`config.mk`:
```
export PLATFORM = sky130hd
export DESIGN_NAME = xml_escape_utf8_validate_core
export DESIGN_NICKNAME = d
export VERILOG_FILES = /design/src/sv/xev_pkg.sv /design/src/sv/xev_front.sv /design/src/sv/xev_fifo.sv /design/src/sv/xev_back.sv /design/src/sv/xml_escape_utf8_validate_core.sv
export VERILOG_INCLUDE_DIRS = /design/src /design/src/sv
export SDC_FILE = /design/constraint.sdc
export NUM_CORES = 1
export LEC_CHECK = 0
export BUFFER_PORTS_ARGS = -buffer_cell sky130_fd_sc_hd__buf_4
export CAP_MARGIN = 5
export CELL_PAD_IN_SITES_DETAIL_PLACEMENT = 0
export CELL_PAD_IN_SITES_GLOBAL_PLACEMENT = 1
export CORE_MARGIN = 2
export CORE_UTILIZATION = 50
export DETAILED_ROUTE_END_ITERATION = 10
export PLACE_DENSITY = 0.86
export SLEW_MARGIN = 20
export SYNTH_ARGS = -nofsm -noshare
export SYNTH_HDL_FRONTEND = slang
export SYNTH_SLANG_ARGS = --single-unit
export TNS_END_PERCENT = 100
```
`constraint.sdc`:
```
create_clock -name clk -period 8.8 [get_ports clk]
set_input_delay 1.76 -clock clk [delete_from_list [all_inputs] [get_ports clk]]
set_output_delay 1.76 -clock clk [all_outputs]
set_load 0.05 [all_outputs]
```
`src/sv/xml_escape_utf8_validate_core_assert.svh`:
```
// assertion macros used by the escaper back end
`ifndef XML_ESCAPE_UTF8_VALIDATE_CORE_ASSERT_SVH
`define XML_ESCAPE_UTF8_VALIDATE_CORE_ASSERT_SVH

`ifndef SYNTHESIS
`define XEV_ASSERT_IMP(lbl, clk, rst_n, ante, cons) \
  lbl: assert property (@(posedge clk) disable iff (!rst_n) (ante) |-> (cons)) \
    else $error("xev assertion failed");
`define XEV_ASSERT_NXT(lbl, clk, rst_n, ante, cons) \
  lbl: assert property (@(posedge clk) disable iff (!rst_n) (ante) |=> (cons)) \
    else $error("xev assertion failed");
`else
`define XEV_ASSERT_IMP(lbl, clk, rst_n, ante, cons)
`define XEV_ASSERT_NXT(lbl, clk, rst_n, ante, cons)
`endif

`endif

```
`src/sv/xev_pkg.sv`:
```
// types, action codes and escape tables for the xml escaper
package xev_pkg;

  typedef logic [2:0] act_t;

  localparam act_t ACT_BYTE = 3'd0;
  localparam act_t ACT_LT   = 3'd1;
  localparam act_t ACT_AMP  = 3'd2;
  localparam act_t ACT_GT   = 3'd3;
  localparam act_t ACT_QUOT = 3'd4;
  localparam act_t ACT_HEX  = 3'd5;

  // one transaction's worth of classified bytes
  typedef struct packed {
    logic [3:0][7:0] data;
    act_t [3:0]      act;
    logic [2:0]      cnt;
    logic            str_end;
  } tok_t;

  function automatic logic [2:0] esc_len(input act_t a);
    logic [2:0] n;
    unique case (a)
      ACT_BYTE: n = 3'd1;
      ACT_LT:   n = 3'd4;
      ACT_AMP:  n = 3'd5;
      ACT_GT:   n = 3'd4;
      ACT_QUOT: n = 3'd6;
      ACT_HEX:  n = 3'd4;
      default:  n = 3'd1;
    endcase
    return n;
  endfunction

  function automatic logic [7:0] hex_digit(input logic [3:0] nib);
    logic [7:0] d;
    if (nib < 4'd10) d = 8'h30 + {4'd0, nib};
    else d = 8'h37 + {4'd0, nib};
    return d;
  endfunction

  function automatic logic [7:0] esc_char(input act_t a, input logic [7:0] b,
                                          input logic [2:0] idx);
    logic [7:0] ch;
    ch = b;
    unique case (a)
      ACT_LT: begin
        case (idx)
          3'd0: ch = "&";
          3'd1: ch = "l";
          3'd2: ch = "t";
          default: ch = ";";
        endcase
      end
      ACT_AMP: begin
        case (idx)
          3'd0: ch = "&";
          3'd1: ch = "a";
          3'd2: ch = "m";
          3'd3: ch = "p";
          default: ch = ";";
        endcase
      end
      ACT_GT: begin
        case (idx)
          3'd0: ch = "&";
          3'd1: ch = "g";
          3'd2: ch = "t";
          default: ch = ";";
        endcase
      end
      ACT_QUOT: begin
        case (idx)
          3'd0: ch = "&";
          3'd1: ch = "q";
          3'd2: ch = "u";
          3'd3: ch = "o";
          3'd4: ch = "t";
          default: ch = ";";
        endcase
      end
      ACT_HEX: begin
        case (idx)
          3'd0: ch = "\\";
          3'd1: ch = "x";
          3'd2: ch = hex_digit(b[7:4]);
          default: ch = hex_digit(b[3:0]);
        endcase
      end
      default: ch = b;
    endcase
    return ch;
  endfunction

endpackage

```
`src/sv/xev_front.sv`:
```
// front end: utf-8 sequence holding, validation and per byte classification
module xev_front import xev_pkg::*; (
  input  logic       clk,
  input  logic       rst_n,
  input  logic       accept,
  input  logic [7:0] in_byte,
  input  logic       str_end,
  input  logic       attr,
  output logic       push,
  output tok_t       tok
);

  logic [7:0] lead_r, lead_nxt;
  logic [7:0] tail_r [2];
  logic [7:0] tail_nxt [2];
  logic [2:0] seq_len_r, seq_len_nxt;
  logic [1:0] tail_cnt_r, tail_cnt_nxt;
  logic [7:0] rb0_r, rb0_nxt, rb1_r, rb1_nxt;
  logic [1:0] pc_r, pc_nxt;

  logic       held;
  logic [2:0] qn;
  logic [7:0] q [4];
  logic [7:0] rec0 [4];
  logic [7:0] rec1 [4];
  logic [3:0] pos_ok;
  act_t       act [4];
  logic [2:0] nxt_pos;
  logic       stop;
  logic [2:0] hold_pos;
  logic [2:0] hold_len;
  logic [2:0] cnt;
  logic [7:0] c, b1, b2, b3;
  logic [2:0] len, avail;
  logic       bad, complete, val_ok;
  logic [20:0] v;
  logic [2:0] psum;
  logic [2:0] pcs;
  logic [1:0] i1, i2;

  always_comb begin
    held = (seq_len_r != 3'd0);
    qn   = held ? (3'({1'b0, tail_cnt_r}) + 3'd2) : 3'd1;
    q[0] = held ? lead_r : in_byte;
    q[1] = (held && tail_cnt_r >= 2'd1) ? tail_r[0] : in_byte;
    q[2] = (held && tail_cnt_r >= 2'd2) ? tail_r[1] : in_byte;
    q[3] = in_byte;
    // raw bytes just before each slot
    rec0[0] = rb0_r; rec1[0] = rb1_r;
    rec0[1] = q[0];  rec1[1] = rb0_r;
    rec0[2] = q[1];  rec1[2] = q[0];
    rec0[3] = q[2];  rec1[3] = q[1];
    for (int p = 0; p < 4; p++) begin
      psum = 3'({1'b0, pc_r}) + 3'(p);
      pos_ok[p] = (psum >= 3'd3);
    end
  end

  always_comb begin
    nxt_pos  = 3'd0;
    stop     = 1'b0;
    hold_pos = 3'd0;
    hold_len = 3'd0;
    c = 8'd0; b1 = 8'd0; b2 = 8'd0; b3 = 8'd0;
    len = 3'd0; avail = 3'd0; bad = 1'b0; complete = 1'b0; val_ok = 1'b0;
    v = 21'd0;
    for (int p = 0; p < 4; p++) act[p] = ACT_BYTE;
    for (int p = 0; p < 4; p++) begin
      if (!stop && 3'(p) == nxt_pos && 3'(p) < qn) begin
        c = q[p];
        if (c >= 8'hC0 && c < 8'hF8) begin
          len   = (c < 8'hE0) ? 3'd2 : ((c < 8'hF0) ? 3'd3 : 3'd4);
          avail = qn - 3'(p) - 3'd1;
          b1 = q[2'(p + 1)];
          b2 = q[2'(p + 2)];
          b3 = q[2'(p + 3)];
          bad = 1'b0;
          if (avail >= 3'd1 && b1[7:6] != 2'b10) bad = 1'b1;
          if (avail >= 3'd2 && len >= 3'd3 && b2[7:6] != 2'b10) bad = 1'b1;
          if (avail >= 3'd3 && len >= 3'd4 && b3[7:6] != 2'b10) bad = 1'b1;
          complete = (avail >= len - 3'd1);
          if (len == 3'd2) begin
            v = {10'd0, c[4:0], b1[5:0]};
            val_ok = (v >= 21'h80);
          end else if (len == 3'd3) begin
            v = {5'd0, c[3:0], b1[5:0], b2[5:0]};
            val_ok = (v >= 21'h800);
          end else begin
            v = {c[2:0], b1[5:0], b2[5:0], b3[5:0]};
            val_ok = (v >= 21'h10000) && (v < 21'h110000);
          end
          if (!bad && complete && val_ok) begin
            nxt_pos = 3'(p) + len;
          end else if (!bad && !complete && !str_end) begin
            stop     = 1'b1;
            hold_pos = 3'(p);
            hold_len = len;
          end else begin
            act[p]  = ACT_HEX;
            nxt_pos = 3'(p) + 3'd1;
          end
        end else begin
          if (c == "<") act[p] = ACT_LT;
          else if (c == "&") act[p] = ACT_AMP;
          else if (c == ">") begin
            if (pos_ok[p] && rec0[p] == "]" && rec1[p] == "]") act[p] = ACT_GT;
          end else if (c == "\"") begin
            if (attr) act[p] = ACT_QUOT;
          end else if (c < 8'h09 || (c > 8'h0D && c < 8'h20) || c >= 8'h7F) begin
            act[p] = ACT_HEX;
          end
          nxt_pos = 3'(p) + 3'd1;
        end
      end
    end
    cnt = stop ? hold_pos : qn;
  end

  // next state after one accepted transaction
  always_comb begin
    lead_nxt     = lead_r;
    tail_nxt[0]  = tail_r[0];
    tail_nxt[1]  = tail_r[1];
    seq_len_nxt  = seq_len_r;
    tail_cnt_nxt = tail_cnt_r;
    rb0_nxt      = rb0_r;
    rb1_nxt      = rb1_r;
    pc_nxt       = pc_r;
    i1  = 2'(cnt - 3'd1);
    i2  = 2'(cnt - 3'd2);
    pcs = 3'({1'b0, pc_r}) + cnt;
    if (accept) begin
      if (stop) begin
        lead_nxt     = q[hold_pos[1:0]];
        tail_nxt[0]  = q[2'(hold_pos + 3'd1)];
        tail_nxt[1]  = q[2'(hold_pos + 3'd2)];
        seq_len_nxt  = hold_len;
        tail_cnt_nxt = 2'(qn - hold_pos - 3'd1);
      end else begin
        seq_len_nxt  = 3'd0;
        tail_cnt_nxt = 2'd0;
      end
      if (str_end) begin
        rb0_nxt = 8'd0;
        rb1_nxt = 8'd0;
        pc_nxt  = 2'd0;
      end else begin
        if (cnt == 3'd1) begin
          rb0_nxt = q[0];
          rb1_nxt = rb0_r;
        end else if (cnt >= 3'd2) begin
          rb0_nxt = q[i1];
          rb1_nxt = q[i2];
        end
        pc_nxt = (pcs >= 3'd3) ? 2'd3 : pcs[1:0];
      end
    end
  end

  always_ff @(posedge clk) begin
    if (!rst_n) begin
      seq_len_r  <= 3'd0;
      tail_cnt_r <= 2'd0;
      rb0_r      <= 8'd0;
      rb1_r      <= 8'd0;
      pc_r       <= 2'd0;
    end else begin
      seq_len_r  <= seq_len_nxt;
      tail_cnt_r <= tail_cnt_nxt;
      rb0_r      <= rb0_nxt;
      rb1_r      <= rb1_nxt;
      pc_r       <= pc_nxt;
    end
  end

  always_ff @(posedge clk) begin
    lead_r    <= lead_nxt;
    tail_r[0] <= tail_nxt[0];
    tail_r[1] <= tail_nxt[1];
  end

  always_comb begin
    push = accept && (cnt != 3'd0);
    for (int p = 0; p < 4; p++) begin
      tok.data[p] = q[p];
      tok.act[p]  = act[p];
    end
    tok.cnt     = cnt;
    tok.str_end = str_end;
  end

endmodule

```
`src/sv/xev_fifo.sv`:
```
// short token queue between front and back ends
module xev_fifo import xev_pkg::*; #(
  parameter int DEPTH = 4
) (
  input  logic clk,
  input  logic rst_n,
  input  logic push,
  input  tok_t wdata,
  output logic full,
  input  logic pop,
  output tok_t head,
  output logic head_valid
);

  localparam int PW = (DEPTH > 1) ? $clog2(DEPTH) : 1;
  localparam int CW = $clog2(DEPTH + 1);

  tok_t            mem_r [DEPTH];
  logic [PW-1:0]   wp_r, wp_nxt, rp_r, rp_nxt;
  logic [CW-1:0]   cnt_r, cnt_nxt;

  always_comb begin
    wp_nxt  = wp_r;
    rp_nxt  = rp_r;
    cnt_nxt = cnt_r;
    if (push) wp_nxt = (wp_r == PW'(DEPTH - 1)) ? '0 : wp_r + 1'b1;
    if (pop)  rp_nxt = (rp_r == PW'(DEPTH - 1)) ? '0 : rp_r + 1'b1;
    if (push && !pop) cnt_nxt = cnt_r + 1'b1;
    else if (pop && !push) cnt_nxt = cnt_r - 1'b1;
  end

  always_ff @(posedge clk) begin
    if (!rst_n) begin
      wp_r  <= '0;
      rp_r  <= '0;
      cnt_r <= '0;
    end else begin
      wp_r  <= wp_nxt;
      rp_r  <= rp_nxt;
      cnt_r <= cnt_nxt;
    end
  end

  always_ff @(posedge clk) begin
    if (push) mem_r[wp_r] <= wdata;
  end

  assign full       = (cnt_r == CW'(DEPTH));
  assign head_valid = (cnt_r != '0);
  assign head       = mem_r[rp_r];

endmodule

```
`src/sv/xev_back.sv`:
```
// back end: expands classified bytes into escaped output bytes
`include "xml_escape_utf8_validate_core_assert.svh"
module xev_back import xev_pkg::*; (
  input  logic       clk,
  input  logic       rst_n,
  input  tok_t       head,
  input  logic       head_valid,
  output logic       pop,
  output logic       out_tvalid,
  input  logic       out_tready,
  output logic [7:0] out_tdata,
  output logic       out_tlast,
  output logic       out_tuser
);

  logic [1:0] pos_r, pos_nxt;
  logic [2:0] chr_r, chr_nxt;
  logic       ov_r, ov_nxt;
  logic [7:0] ob_r;
  logic       orl_r, osd_r;

  act_t       cur_act;
  logic [7:0] cur_byte;
  logic       load, last_chr, last_pos;

  always_comb begin
    cur_act  = head.act[pos_r];
    cur_byte = head.data[pos_r];
    load     = head_valid && (!ov_r || out_tready);
    last_chr = (chr_r == esc_len(cur_act) - 3'd1);
    last_pos = (3'({1'b0, pos_r}) == head.cnt - 3'd1);
    pop      = load && last_chr && last_pos;
    pos_nxt  = pos_r;
    chr_nxt  = chr_r;
    ov_nxt   = ov_r;
    if (load) begin
      ov_nxt = 1'b1;
      if (last_chr) begin
        chr_nxt = 3'd0;
        pos_nxt = last_pos ? 2'd0 : pos_r + 2'd1;
      end else begin
        chr_nxt = chr_r + 3'd1;
      end
    end else if (out_tready) begin
      ov_nxt = 1'b0;
    end
  end

  always_ff @(posedge clk) begin
    if (!rst_n) begin
      pos_r <= 2'd0;
      chr_r <= 3'd0;
      ov_r  <= 1'b0;
    end else begin
      pos_r <= pos_nxt;
      chr_r <= chr_nxt;
      ov_r  <= ov_nxt;
    end
  end

  always_ff @(posedge clk) begin
    if (load) begin
      ob_r  <= esc_char(cur_act, cur_byte, chr_r);
      orl_r <= last_chr && last_pos;
      osd_r <= last_chr && last_pos && head.str_end;
    end
  end

  assign out_tvalid = ov_r;
  assign out_tdata  = ob_r;
  assign out_tlast  = orl_r;
  assign out_tuser  = osd_r;

  `XEV_ASSERT_IMP(a_chr_range, clk, rst_n, head_valid, chr_r < esc_len(cur_act))
  `XEV_ASSERT_IMP(a_pos_range, clk, rst_n, head_valid, 3'(pos_r) < head.cnt)
  `XEV_ASSERT_NXT(a_pop_clears, clk, rst_n, pop, pos_r == 2'd0 && chr_r == 3'd0)

endmodule

```
`src/sv/xml_escape_utf8_validate_core.sv`:
```
// XML text escaper with UTF-8 validation. One raw byte enters per transaction
// (in_tlast marks the last byte of a string) and escaped bytes leave one per
// transaction, with out_tlast on the last byte caused by an input byte and
// out_tuser on the final byte of the string. The front end takes one input
// byte per cycle while the token queue is not full; a UTF-8 lead byte and its
// continuation bytes are held with no output until the sequence is complete,
// invalid or cut off by the string end. The back end sends one output byte per
// cycle while out_tready is high: a plain byte gives one output byte, an
// escape four to six, and one input byte may release up to three held bytes.
// So the input rate is one byte per cycle while the output keeps up, and
// otherwise it follows the output side, with a FIFO_DEPTH-entry token queue
// between the two ends, and the output byte is registered. The attribute_mode
// register on the cfg port enables &quot; escaping and is always ready.
module xml_escape_utf8_validate_core import xev_pkg::*; #(
  parameter int FIFO_DEPTH = 4
) (
  input  logic       clk,
  input  logic       rst_n,
  input  logic       in_tvalid,
  output logic       in_tready,
  input  logic [7:0] in_tdata,   // [7:0] in_byte
  input  logic       in_tlast,
  output logic       out_tvalid,
  input  logic       out_tready,
  output logic [7:0] out_tdata,  // [7:0] out_byte
  output logic       out_tlast,
  output logic       out_tuser,  // [0] string_done
  input  logic       cfg_valid,
  output logic       cfg_ready,
  input  logic       cfg_data
);

  logic attr_r, attr_nxt;
  logic accept, push, full, pop, head_valid;
  tok_t tok, head;

  assign cfg_ready = 1'b1;
  assign attr_nxt  = (cfg_valid && cfg_ready) ? cfg_data : attr_r;

  always_ff @(posedge clk) begin
    if (!rst_n) begin
      attr_r <= 1'b0;
    end else begin
      attr_r <= attr_nxt;
    end
  end

  assign in_tready = !full;
  assign accept    = in_tvalid && in_tready;

  xev_front u_front (
    .clk     (clk),
    .rst_n   (rst_n),
    .accept  (accept),
    .in_byte (in_tdata),
    .str_end (in_tlast),
    .attr    (attr_r),
    .push    (push),
    .tok     (tok)
  );

  xev_fifo #(
    .DEPTH (FIFO_DEPTH)
  ) u_fifo (
    .clk        (clk),
    .rst_n      (rst_n),
    .push       (push),
    .wdata      (tok),
    .full       (full),
    .pop        (pop),
    .head       (head),
    .head_valid (head_valid)
  );

  xev_back u_back (
    .clk        (clk),
    .rst_n      (rst_n),
    .head       (head),
    .head_valid (head_valid),
    .pop        (pop),
    .out_tvalid (out_tvalid),
    .out_tready (out_tready),
    .out_tdata  (out_tdata),
    .out_tlast  (out_tlast),
    .out_tuser  (out_tuser)
  );

endmodule
```
* Yosys cells after proc, flatten, opt, wreduce, memory -nomap -nowiden *
Memories as Yosys holds them, arrays and structs flattened. A register that Yosys moved wholly into a read port is not among the register bits.
Cells that the tools add are included.

storage, ports and cells
  register bits after elaboration = 55
  RAM bits = 208
  input bits = 15
  output and inout bits = 13
  logic and storage cells = 433
  memories kept = 2

cells by class
  add/subtract/negate cells = 33
  order comparisons = 69
  eq/ne operators = 44
  mux-type cells = 173
  bitwise gates (word level) = 5
  reduce and logical (&&, ||, !) cells = 91

memories
  name            depth  bits a word  read ports  clocked after memory_dff  write ports  RTL line         RTL
  u_fifo.mem_r    4      48           1           1                         1            xev_fifo.sv:18   tok_t mem_r [DEPTH];
  u_front.tail_r  2      8            2           0                         2            xev_front.sv:14  logic [7:0] tail_r [2];

operators with widths
  cell                 count
  $mux 3               82
  $mux 8               22
  $eq 8x6->1 const B   16
  $bmux 8 s2           6
  $lt 8x8->1 const B   12
  $logic_and 1x1->1    55
  $pmux 7 s3           2
  $mux 1               41
  $eq 8x7->1 const B   5
  $pmux 8 s5           1
  $pmux 7 s5           1
  $ge 3x2->1 const B   11
  $sub 3x1->3 const B  11
  $ge 8x7->1 const B   4
  $ge 8x8->1 const B   4
  $gt 8x4->1 const B   4
  $lt 8x4->1 const B   4
  $lt 8x6->1 const B   4
  $mux 16              2
  $add 6x4->7 const A  4
  $pmux 7 s4           1
  $mux 2               12
  $pmux 8 s3           1
  $ge 11x8->1 const B  2
  other kinds (39)     108

* Longest topological paths before layout *
Gate-level depths: netlist of the first run.

  word-level depth = 55
  depth in mapped cells = 20
  mapped depth without buffers = 18

* Cells and area by module *
A second synthesis of the first run with hierarchy kept.

unflattened totals
  cells, all modules = 1127
  area total of the unflattened synthesis = 14114.8 um2

modules (own cells, without submodules)
  module                         instances  cells an instance  area an instance (um2)  sequential area each (um2)
  xev_fifo                       1          294                7377.1                  5945.7
  xev_front                      1          622                4928.5                  1181.1
  xev_back                       1          204                1751.7                  420.4
  xml_escape_utf8_validate_core  1          7                  57.6                    20.0

* Worst setup path before layout of the first run *
Ideal clock, no wire load.

  path type = input to register
  start point = input port in_tdata[5]
  end point = register u_front.tail_cnt_r[1]
  setup time = 0.076 ns
  arrival time = 5.821 ns
  data required time = 8.724 ns
  slack = 2.903 ns
  stages = 15
  buffers on the path = 2
  path through = clkbuf_1 nand3_1 mux2i_1 nand2b_1 ha_1 nand2b_1 a311oi_1 o21ba_2 o31a_1 a211oi_2 nand3_1 buf_2 a31oi_2 nand2_1 o22ai_1

on the way
  word-level cells in the longest chain between the ends = 28
  elaborated cells on any way between the ends = 140
  classes of those cells = add/sub: 6; order compare: 27; eq/ne: 4; mux: 63; reduce/logical: 40

ends and longest elaborated chain
  item                                                RTL line                             RTL
  start: declaration                                  xml_escape_utf8_validate_core.sv:21  input logic [7:0] in_tdata,
  $mux 8                                              xev_front.sv:44                      q[0] = held ? lead_r : in_byte;
  $lt 8x8->1                                          xev_front.sv:72                      len = (c < 8'hE0) ? 3'd2 : ((c < 8'hF0) ? 3'd3 : 3'd4);
  $mux 3 (2 in series)                                xev_front.sv:72
  $sub 3x1->3                                         xev_front.sv:81                      complete = (avail >= len - 3'd1);
  $ge 3x3->1                                          xev_front.sv:81
  $logic_not 1->1                                     xev_front.sv:94                      end else if (!bad && !complete && !str_end) begin
  $logic_and 1x1->1 (2 in series)                     xev_front.sv:94
  $mux 1                                              xev_front.sv:94
  [10 not listed]                                     -
  $mux 3 / $mux 1 (equally long branches)             xev_front.sv:69                      if (!stop && 3'(p) == nxt_pos && 3'(p) < qn) begin
  $mux 3, or another cell as far along                xev_front.sv:94
  $mux 3 / $logic_and 1x1->1 (equally long branches)  xev_front.sv:92, xev_front.sv:69
  $mux 3 / $logic_and 1x1->1 (equally long branches)  xev_front.sv:71, xev_front.sv:69
  $mux 3                                              xev_front.sv:69
  $sub 2x2->2                                         xev_front.sv:138                     tail_cnt_nxt = 2'(qn - hold_pos - 3'd1);
  $sub 2x1->2                                         xev_front.sv:138
  $mux 2 *                                            xev_front.sv:133                     if (stop) begin
  end signal: assignment                              xev_front.sv:169                     tail_cnt_r <= tail_cnt_nxt;
  end: declaration                                    xev_front.sv:17                      logic [1:0] tail_cnt_r, tail_cnt_nxt;

Mark *: on every way between the ends. The rest lies on a longest branch, timed or not. The select of a mux whose other input is x is not followed.
A chain may end at the register's enable or synchronous reset.

==> out/metrics.cfg, run 1 <==
[clocking]
cts_resized = 0
cts_buffers = 26
cts.sinks = 265
htreeDepth = 1
cts.clk_slew.worst_paths_ns = 0.06
post-cts-setup-buffer-count = 0
clk_path_buf_depth = 3
cts-hold-fix-buffers = 0
cts_tree = done
ctsRootBufferMaster = clkbuf_16
clock_latency_ns = 0.55

[worst_setup_path]
r2r_start = u_front.seq_len_r[2]
cp-end-kind = flop
crit_buf_inv = 1
cp_top_family = compound AO/OA/AOI/OAI gates
cp.arrival_ns = 6.79
crit_fanout = 23
start_kind = input port
cp_common_cell = nand2b_1
slowest_stage = and2_1
crit_chain = buf_4 -> nand3_1 -> mux2i_1 -> nand2b_1 -> ha_1 -> nand2b_1 -> a311oi_1 -> o21ai_0 -> o21bai_1 -> a211o_2 -> and2_1 -> nor3b_2 -> o21ai_1 -> o211ai_1
required_ns = 9.24
path_class = in2reg
cp-startpoint = in_tdata[5]
slowest_delay_ns = 0.73

[placement]
io_buffers = 26
dp.cells = 1466
dpl_cell_area_um2 = 14400
place_ws_ns = 2.01
dp_hpwl_um = 23400
place_congestion = 0.958

[synthesis]
yosysTopAreaCell = edfxtp_1
synth-seq-cells = 265
yosys-top-cells-area = edfxtp_1, mux4_2, dfxtp_1
synth_area_um2 = 13900
synth_edf_count = 226
synth-seq-area-share = 0.544
synthFlopType = edfxtp_1
yosys.cell_types.count = 88
ys_async_sr_fraction = 0
synth.avg_cell_area_um2 = 12.4
yosysWarnings = 0
synth_top_cell_area_share = 0.488
synthCells = 1117

[global_routing]
overflow = 0
grt_pass1_wl_um = 55200
grt_max_degree = 55
grt_usage = 0.249
first_global_vias = 9407
antenna_found_initial = 1

[die]
initial_core_util = 0.505
num_rows = 61
die_h_um = 171
core_area_um2 = 27600
die_x_um = 171
die-area_um2 = 29200
io_pins = 28

[drt]
vias_per_cell = 6.44
top_layer = met4
firstDrtPassIters = 6
routed_wl_um = 36000
num_vias = 9764
post-route-drc-count = 0
m1WireLength_um = 14700
met3_wirelength_um = 2800
drt_first_iter_violations = 1232
final_antenna_net_count = 0
wl_per_cell_um = 23.7
dr_wl_met2_um = 17300

[timing]
setup-violations-final = 0
post-route-period-util = 0.721
hold_viol_final = 0
tns_ns = 0
drv_slew = 0
min_period_ns = 6.35
tightest_slew_ns = 1.03
skew_ns = 0.0320
rsz0062_at_grt = no
layout_setup_ws_ns = 2.45
relSlewSlack = 0.296
fmax_mhz = 158

[worst_hold_path]
hp-start = u_fifo.rp_r[1]
hold_class = reg2reg

[layout]
drive_gt1_frac = 0.164
instances_no_fill = 1515
nets = 1161
final_cell_mix = edfxtp_1, nand2_1, o21ai_0
n_fill_cell = 2248
seqCellArea_um2 = 7570
final_common_cell = edfxtp_1
synthToLayoutAreaGrowth_pct = 9.84
antenna_cells = 0
fin_area_um2 = 15300
multi_input_area_um2 = 5870

[pwr]
power_density_nw_per_um2 = 245
p_leak_nw = 5.22
ir_drop_v = 0.000143
p_total_mw = 3.75

[job]
maxCapViolCount = 0

[run_status]
status = finished, final reports clean

[metrics by stage]
step                      hold slack [ns]  utilization
after floorplan                     0.445            -
after global placement              0.462        0.522
after detailed placement            0.469        0.522
after CTS                           0.475        0.553
after global routing                0.496        0.554
final                               0.483        0.554
[cell usage after synthesis, types with 10 or more instances]
cell,count
nor2b_1,13
clkbuf_1,45
ha_1,27
or3_1,17
nor2_1,52
nor4_1,12
o211ai_1,13
o21ai_0,72
dfxtp_1,39
nand2b_1,16
inv_1,39
nand3_1,40
nor3_1,43
o221ai_1,10
a21oi_1,44
mux4_2,59
mux2_2,13
nand2_1,76
mux2i_1,50
o21ai_1,10
edfxtp_1,226
and3_1,10
buf_2,18
[metal layers]
| metal | track usage | vias up |
|---|---|---|
| met5 | 0 | - |
| met4 | 0.0810 | 0 |
| met3 | 0.0391 | 90 |
| met2 | 0.408 | 450 |
| met1 | 0.342 | 4849 |
| li1 | - | 4375 |
[power by group]
part / internal, mW / total [mW] / switching, mW
Clock: 0.633 / 1.11 / 0.475
Sequential: 1.53 / 1.59 / 0.0617
Combinational: 0.388 / 1.05 / 0.660
Total: 2.55 / 3.75 / 1.20
[worst paths after layout]
path | to | slack, ns | cells past startpoint
setup / recovery | u_front.rb1_r[1] | 2.45 | 14
hold / removal | flop | 0.48 | 2
setup reg to reg | u_front.rb1_r[1] | 2.75 | 14
hold reg to reg | flop | 0.48 | 2
[kinds of logic after synthesis]
family,share of synthesized area
buffers and inverters,0.0344
AND/OR/NAND/NOR,0.121
other,0.000270
adder cells (fa/ha/maj),0.0272
multiplexers,0.142
flip-flops,0.544
AO/OA/AOI/OAI,0.126
XOR/XNOR,0.00567
[flip-flops by register name (all words and copies together), names as in the netlist, named ones only]
register            flops
u_fifo.rp_r             2
u_front.rb0_r           8
u_back.out_tdata        8
u_fifo.cnt_r            3
u_front.tail_r         16
u_fifo.wp_r             2
u_back.chr_r            3
u_back.out_tvalid       1
u_front.seq_len_r       3
u_front.pc_r            2
u_front.lead_r          8
u_back.out_tlast        1
u_back.out_tuser        1
attr_r                  1
u_back.pos_r            2
u_front.tail_cnt_r      2
u_fifo.mem_r          192
u_front.rb1_r           8
[cell type report]
class / count / area share
clock inverters: 20 / 0.0128
well taps: 378 / 0.0310
inverters: 41 / 0.0101
clock buffers: 28 / 0.0431
repair buffers: 44 / 0.0229
flip-flops and latches: 265 / 0.496
multi-input cells: 739 / 0.384
[tightest hold or removal path, stage by stage, from the launching register on]
cell and delay, ns:
dfxtp_1 0.31, nand2_1 0.06, mux2i_1 0.07
(Power assumes the default switching activity.)
==> run 2, diff against run 1 <==
--- a/config.mk
+++ b/config.mk
@@ -11,9 +11,9 @@
 export CELL_PAD_IN_SITES_DETAIL_PLACEMENT = 0
 export CELL_PAD_IN_SITES_GLOBAL_PLACEMENT = 1
 export CORE_MARGIN = 2
-export CORE_UTILIZATION = 50
+export CORE_UTILIZATION = 47
 export DETAILED_ROUTE_END_ITERATION = 10
-export PLACE_DENSITY = 0.86
+export PLACE_DENSITY = 0.85
 export SLEW_MARGIN = 20
 export SYNTH_ARGS = -nofsm -noshare
 export SYNTH_HDL_FRONTEND = slang
==> constraint.sdc (replaced) <==
create_clock -name clk -period 5.5 [get_ports clk]
set_input_delay 1.1 -clock clk [delete_from_list [all_inputs] [get_ports clk]]
set_output_delay 1.1 -clock clk [all_outputs]
set_load 0.05 [all_outputs]
==> run 2 against run 1 <==
Effect of this change:
- flip-flop and latch count stayed put
- critical path depth rose by 2
- routed wire length grew 2.0%
- combinational power increased by 60%
- cell area increased by 1.6%
- largest power group unchanged
- highest routed layer unchanged
==> out/metrics.cfg, run 2 (same netlist as run 1, synthesis figures left out) <==
[run_status]
status = finished, final reports clean  ; unchanged

[drt]
drt_first_iter_violations = 1354  ; was 1,232
routed_wl_um = 36700  ; was 36,000 um
firstDrtPassIters = 6  ; unchanged
wl_per_cell_um = 23.7  ; about the same
final_antenna_net_count = 0  ; unchanged
post-route-drc-count = 0  ; unchanged
vias_per_cell = 6.37  ; was 6.44
num_vias = 9867  ; was 9,764

[clocking]
clk_path_buf_depth = 3  ; unchanged
cts_tree = done  ; unchanged
clock_latency_ns = 0.56  ; was 0.55 ns
cts.clk_slew.worst_paths_ns = 0.06  ; about the same
ctsRootBufferMaster = clkbuf_16  ; unchanged
cts.sinks = 265  ; unchanged
cts_buffers = 28  ; was 26
htreeDepth = 1  ; unchanged

[die]
die_x_um = 176  ; was 171 um
die_h_um = 176  ; was 171 um
initial_core_util = 0.481  ; was 0.505
io_pins = 28  ; unchanged
core_area_um2 = 28900  ; was 27,600 um^2
die-area_um2 = 31000  ; was 29,200 um^2
num_rows = 62  ; was 61

[global_routing]
use_met2 = 0.387  ; was 0.408
top_usage_layer = met2  ; unchanged
grt_pass1_wl_um = 56700  ; was 55,200 um
grt_usage = 0.238  ; was 0.249
antenna_found_initial = 0  ; was 1
grtUsageMet1 = 0.336  ; was 0.342
first_global_vias = 9490  ; was 9,407
overflow = 0  ; unchanged
grt_max_degree = 54  ; was 55
grt_util_met3 = 0.0329  ; was 0.0391

[worst_setup_path]
start_kind = flop  ; was input port
crit_fanout = 9  ; was 23
cp-end-kind = flop  ; unchanged
path_class = reg2reg  ; was in2reg
cp.arrival_ns = 5.38  ; was 6.79 ns
required_ns = 5.97  ; was 9.24 ns

[timing]
relSlewSlack = 0.434  ; was 0.296
min_period_ns = 4.91
post-route-period-util = 0.892
tns_ns = 0  ; unchanged
hold_ws_ns = 0.486  ; was 0.483 ns
layout_setup_ws_ns = 0.591  ; was 2.45 ns
fmax_mhz = 204
rsz0062_at_grt = no  ; unchanged
setup-violations-final = 0  ; unchanged
tightest_slew_ns = 0.849  ; was 1.03 ns
hold_viol_final = 0  ; unchanged
skew_ns = 0.0362  ; was 0.0320 ns
drv_slew = 0  ; unchanged

[job]
maxCapViolCount = 0  ; unchanged

[pwr]
p_leak_nw = 5.36  ; was 5.22 nW
p_total_mw = 6.08  ; was 3.75 mW
power_density_nw_per_um2 = 391  ; was 245 nW/um^2
ir_drop_v = 0.000257  ; was 0.000143 V

[layout]
nets = 1187  ; was 1,161
synthToLayoutAreaGrowth_pct = 11.6  ; was 9.84%
top_regs = u_fifo.mem_r x192, u_front.tail_r x16  ; unchanged
n_fill_cell = 2376  ; was 2,248
drive_gt1_frac = 0.184  ; was 0.164
final_common_cell = edfxtp_1  ; unchanged
final_cell_mix = edfxtp_1, nand2_1, o21ai_0  ; unchanged
antenna_cells = 0  ; unchanged
largest_register_ffs = 192  ; unchanged
fin_area_um2 = 15500  ; was 15,300 um^2
top_register = u_fifo.mem_r  ; unchanged

[placement]
dpl_cell_area_um2 = 14600  ; was 14,400 um^2
place_congestion = 0.988  ; was 0.958
place_ws_ns = 0.327  ; was 2.01 ns
dp_hpwl_um = 25000  ; was 23,400 um
io_buffers = 26  ; unchanged

[worst_hold_path]
hold_class = reg2reg  ; unchanged

[run 2: through the flow]
step | utilization | instances
4_1_cts | 0.536 | 1548
6_report | 0.536 | 1548
3_5_place_dp | 0.505 | 1497
3_3_place_gp | 0.505 | 1497
5_1_grt | 0.536 | 1548
2_1_floorplan | - | 1118
[run 2: layout make-up]
cell class / count / area, um^2 / area share
Inverter: 41 / 154 / 0.00991
Clock inverter: 20 / 199 / 0.0128
Clock buffer: 31 / 712 / 0.0459
Timing Repair Buffer: 68 / 536 / 0.0345
Sequential cell: 265 / 7570 / 0.488
Multi-Input combinational cell: 739 / 5870 / 0.378
Tap cell: 384 / 480 / 0.0310
[run 2: path summary, 6_finish.rpt]
check / to / slack [ns] / depth (start not counted) / start
worst max register to register: u_front.pc_r[1] / 0.59 / 16 / u_front.seq_len_r[0]
worst min register to register: u_back.out_tvalid / 0.49 / 2 / u_back.out_tvalid
worst max-delay path: u_front.pc_r[1] / 0.59 / 16 / u_front.seq_len_r[0]
worst min-delay path: u_back.out_tvalid / 0.49 / 2 / u_back.out_tvalid
[run 2: per-layer routing]
metal / vias to the layer above / wire (um)
li1: 4416 / -
met1: 4908 / 15300
met2: 455 / 17500
met3: 88 / 2820
met4: 0 / 1030
met5: - / 0
[run 2: repair_timing]
| action | in CTS | in global routing |
|---|---|---|
| endpoints found under the setup margin | 0 | 10 |
| gates resized for setup | 0 | 1 |
| setup buffers | 0 | 0 |
| endpoints found under the hold margin | 0 | 0 |
| hold buffers | 0 | 0 |
[run 2: power by group]
group | switching, mW | total (mW) | internal [mW]
Clock | 0.778 | 1.85 | 1.08
Sequential | 0.0970 | 2.54 | 2.45
Combinational | 1.05 | 1.68 | 0.624
[run 2: critical path, stage by stage (launching register included)]
cell	delay, ns
dfxtp_1	0.47
nor3_2	0.13
nor2_2	0.44
inv_1	0.31
ha_1	0.47
ha_1	0.24
a21o_1	0.18
a311oi_1	0.34
buf_4	0.18
o21ai_0	0.15
o21bai_1	0.30
a211o_2	0.24
a21boi_2	0.32
and2_1	0.24
fa_1	0.43
o31ai_1	0.24
a32o_1	0.15
==> run 3, diff against run 2 <==
--- a/config.mk
+++ b/config.mk
@@ -6,7 +6,8 @@
 export SDC_FILE = /design/constraint.sdc
 export NUM_CORES = 1
 export LEC_CHECK = 0
-export BUFFER_PORTS_ARGS = -buffer_cell sky130_fd_sc_hd__buf_4
+export ABC_CLOCK_PERIOD_IN_PS = 5500
+export BUFFER_PORTS_ARGS = -buffer_cell sky130_fd_sc_hd__buf_2
 export CAP_MARGIN = 5
 export CELL_PAD_IN_SITES_DETAIL_PLACEMENT = 0
 export CELL_PAD_IN_SITES_GLOBAL_PLACEMENT = 1
==> run 3 against run 2 <==
Effect of this change:
- clock-buffer cell count up 2
- cell count rose by 0.32%
- first-iteration DRC count is 10% lower
- power shrank 2.3%
- worst hold slack improved by 0.0055 ns
- register-to-register slack better by 0.10 ns
- global-route usage up 0.083 points
- worst setup slack improved by 0.10 ns
- critical path depth down 1
- combinational power hardly changed
- clock power shrank 6%
- largest power group unchanged
==> out/metrics.cfg, run 3 (same netlist as run 1, synthesis figures left out) <==
[die]
io_pins = 28  ; unchanged
core_area_um2 = 28900  ; unchanged
die-area_um2 = 31000  ; unchanged
num_rows = 62  ; unchanged
die_h_um = 176  ; unchanged
initial_core_util = 0.481  ; unchanged
die_x_um = 176  ; unchanged

[timing]
fmax_mhz = 208  ; was 204 MHz
setup-violations-final = 0  ; unchanged
hold_viol_final = 0  ; unchanged
relSlewSlack = 0.423  ; was 0.434
drv_slew = 0  ; unchanged
hold_ws_ns = 0.491  ; was 0.486 ns
rsz0062_at_grt = no  ; unchanged
post-route-period-util = 0.873  ; was 0.892
min_period_ns = 4.80  ; was 4.91 ns
skew_ns = 0.0134  ; was 0.0362 ns
tns_ns = 0  ; unchanged
tightest_slew_ns = 0.842  ; was 0.849 ns

[placement]
dpl_cell_area_um2 = 14600  ; about the same
place_congestion = 0.993  ; was 0.988
dp_hpwl_um = 24900  ; was 25,000 um
io_buffers = 26  ; unchanged

[layout]
nets = 1196  ; was 1,187
synthToLayoutAreaGrowth_pct = 11.0  ; was 11.6%
top_regs = u_fifo.mem_r x192, u_front.tail_r x16  ; unchanged
final_common_cell = edfxtp_1  ; unchanged
final_cell_mix = edfxtp_1, nand2_1, o21ai_0  ; unchanged
fin_area_um2 = 15400  ; was 15,500 um^2
antenna_cells = 0  ; unchanged
final_util = 0.534  ; was 0.536
largest_register_ffs = 192  ; unchanged
drive_gt1_frac = 0.187  ; was 0.184
top_register = u_fifo.mem_r  ; unchanged

[clocking]
htreeDepth = 1  ; unchanged
cts.clk_slew.worst_paths_ns = 0.06  ; about the same
post-cts-setup-buffer-count = 0  ; unchanged
cts-hold-fix-buffers = 0  ; unchanged
cts_tree = done  ; unchanged
cts_buffers = 28  ; unchanged
clock_latency_ns = 0.55  ; was 0.56 ns
cts.sinks = 265  ; unchanged
ctsRootBufferMaster = clkbuf_16  ; unchanged
cts_resized = 0  ; unchanged
clk_path_buf_depth = 3  ; unchanged

[pwr]
ir_drop_v = 0.000236  ; was 0.000257 V
power_density_nw_per_um2 = 384  ; was 391 nW/um^2
p_leak_nw = 5.36  ; about the same

[drt]
wl_per_cell_um = 23.6  ; was 23.7 um
num_vias = 9891  ; was 9,867
firstDrtPassIters = 6  ; unchanged
routed_wl_um = 36700  ; about the same
post-route-drc-count = 0  ; unchanged
drt_first_iter_violations = 1219  ; was 1,354
final_antenna_net_count = 0  ; unchanged
vias_per_cell = 6.37  ; about the same

[worst_setup_path]
cp-end-kind = flop  ; unchanged
r2r_cells = 15  ; was 16
crit_fanout = 9  ; unchanged
cp.arrival_ns = 5.29  ; was 5.38 ns
path_class = reg2reg  ; unchanged
start_kind = flop  ; unchanged
cp_top_family = compound AO/OA/AOI/OAI gates  ; unchanged
crit_buf_inv = 0  ; was 2
cp_common_cell = ha_1  ; unchanged
required_ns = 5.99  ; was 5.97 ns
slowest_stage = nor2_1  ; was dfxtp_1
crit_chain = nor3_2 -> nor2_1 -> ha_1 -> xnor2_1 -> ha_1 -> a21o_1 -> a311oi_1 -> o21ba_2 -> o32ai_2 -> a211o_2 -> a21boi_2 -> and2_1 -> fa_1 -> o31ai_1 -> a32o_1  ; was nor3_2 -> nor2_2 -> inv_1 -> ha_1 -> ha_1 -> a21o_1 -> a311oi_1 -> buf_4 -> o21ai_0 -> o21bai_1 -> a211o_2 -> a21boi_2 -> and2_1 -> fa_1 -> o31ai_1 -> a32o_1
slowest_delay_ns = 0.57  ; was 0.47 ns
crit_cells = 15  ; was 16
rrSetupSlack_ns = 0.70  ; was 0.59 ns
r2r_end = u_front.pc_r[1]  ; unchanged
r2r_start = u_front.seq_len_r[0]  ; unchanged

[global_routing]
grt_max_degree = 49  ; was 54
grt_usage = 0.239  ; was 0.238
overflow = 0  ; unchanged
grt_pass1_wl_um = 56800  ; was 56,700 um
antenna_found_initial = 0  ; unchanged
first_global_vias = 9810  ; was 9,490

[worst_hold_path]
hp-start = u_fifo.rp_r[1]  ; was u_back.out_tvalid
hold_class = reg2reg  ; unchanged
min_path_cells = 2  ; unchanged

[job]
maxCapViolCount = 0  ; unchanged

[run_status]
status = finished, final reports clean  ; unchanged

==> run 3: cell types whose count changed in the layout (fill, tap and decap cells not counted), sizes merged <==
cell      before  now
buf           68   77
bufinv         3    1
clkbuf        31   33
clkinvlp       4    1
inv           40   39
==> run 3: stage by stage <==
step	setup WS [ns]	power, mW	std cells
final	0.696	5.93	1553
after global routing	0.282	6.20	1553
after CTS	0.728	5.96	1553
after detailed placement	0.366	4.23	1506
after global placement	0.425	4.20	1506
after floorplan	0.263	3.80	1118
==> run 3: final cells by class <==
class | count | area [um^2]
clock buffers | 33 | 719
clock inverters | 14 | 108
fillers | 2465 | 13500
inverters | 41 | 154
multi-input cells | 739 | 5870
flip-flops and latches | 265 | 7570
well taps | 384 | 480
repair buffers | 77 | 538
==> run 3: routing by layer <==
metal	up-vias	global-route usage	part of all wire
met4	0	0.0737	0.027
met5	-	0	0
met2	453	0.394	0.48
met3	82	0.0327	0.076
met1	4921	0.331	0.42
li1	4435	-	-
==> run 3: where the power goes <==
group          internal (mW)  switching, mW
Sequential              2.45         0.0986
Clock                  0.974          0.763
Combinational          0.596           1.06
==> run 3: worst max path at each step <==
stage	start	to	slack [ns]
after floorplan	in_tdata[5]	u_front.tail_cnt_r[1]	0.26
after global placement	in_tdata[7]	u_front.pc_r[1]	0.43
after detailed placement	in_tdata[6]	u_front.tail_r[0][0]	0.37
after CTS	u_front.seq_len_r[0]	u_front.tail_r[0][3]	0.73
after global routing	u_front.seq_len_r[1]	u_fifo.cnt_r[2]	0.28
final	u_front.seq_len_r[0]	u_front.pc_r[1]	0.70
==> run 3: tightest hold or removal path: stages (launching register included) <==
cell     delay [ns]
dfxtp_1        0.31
nand2_1        0.06
mux2i_1        0.07
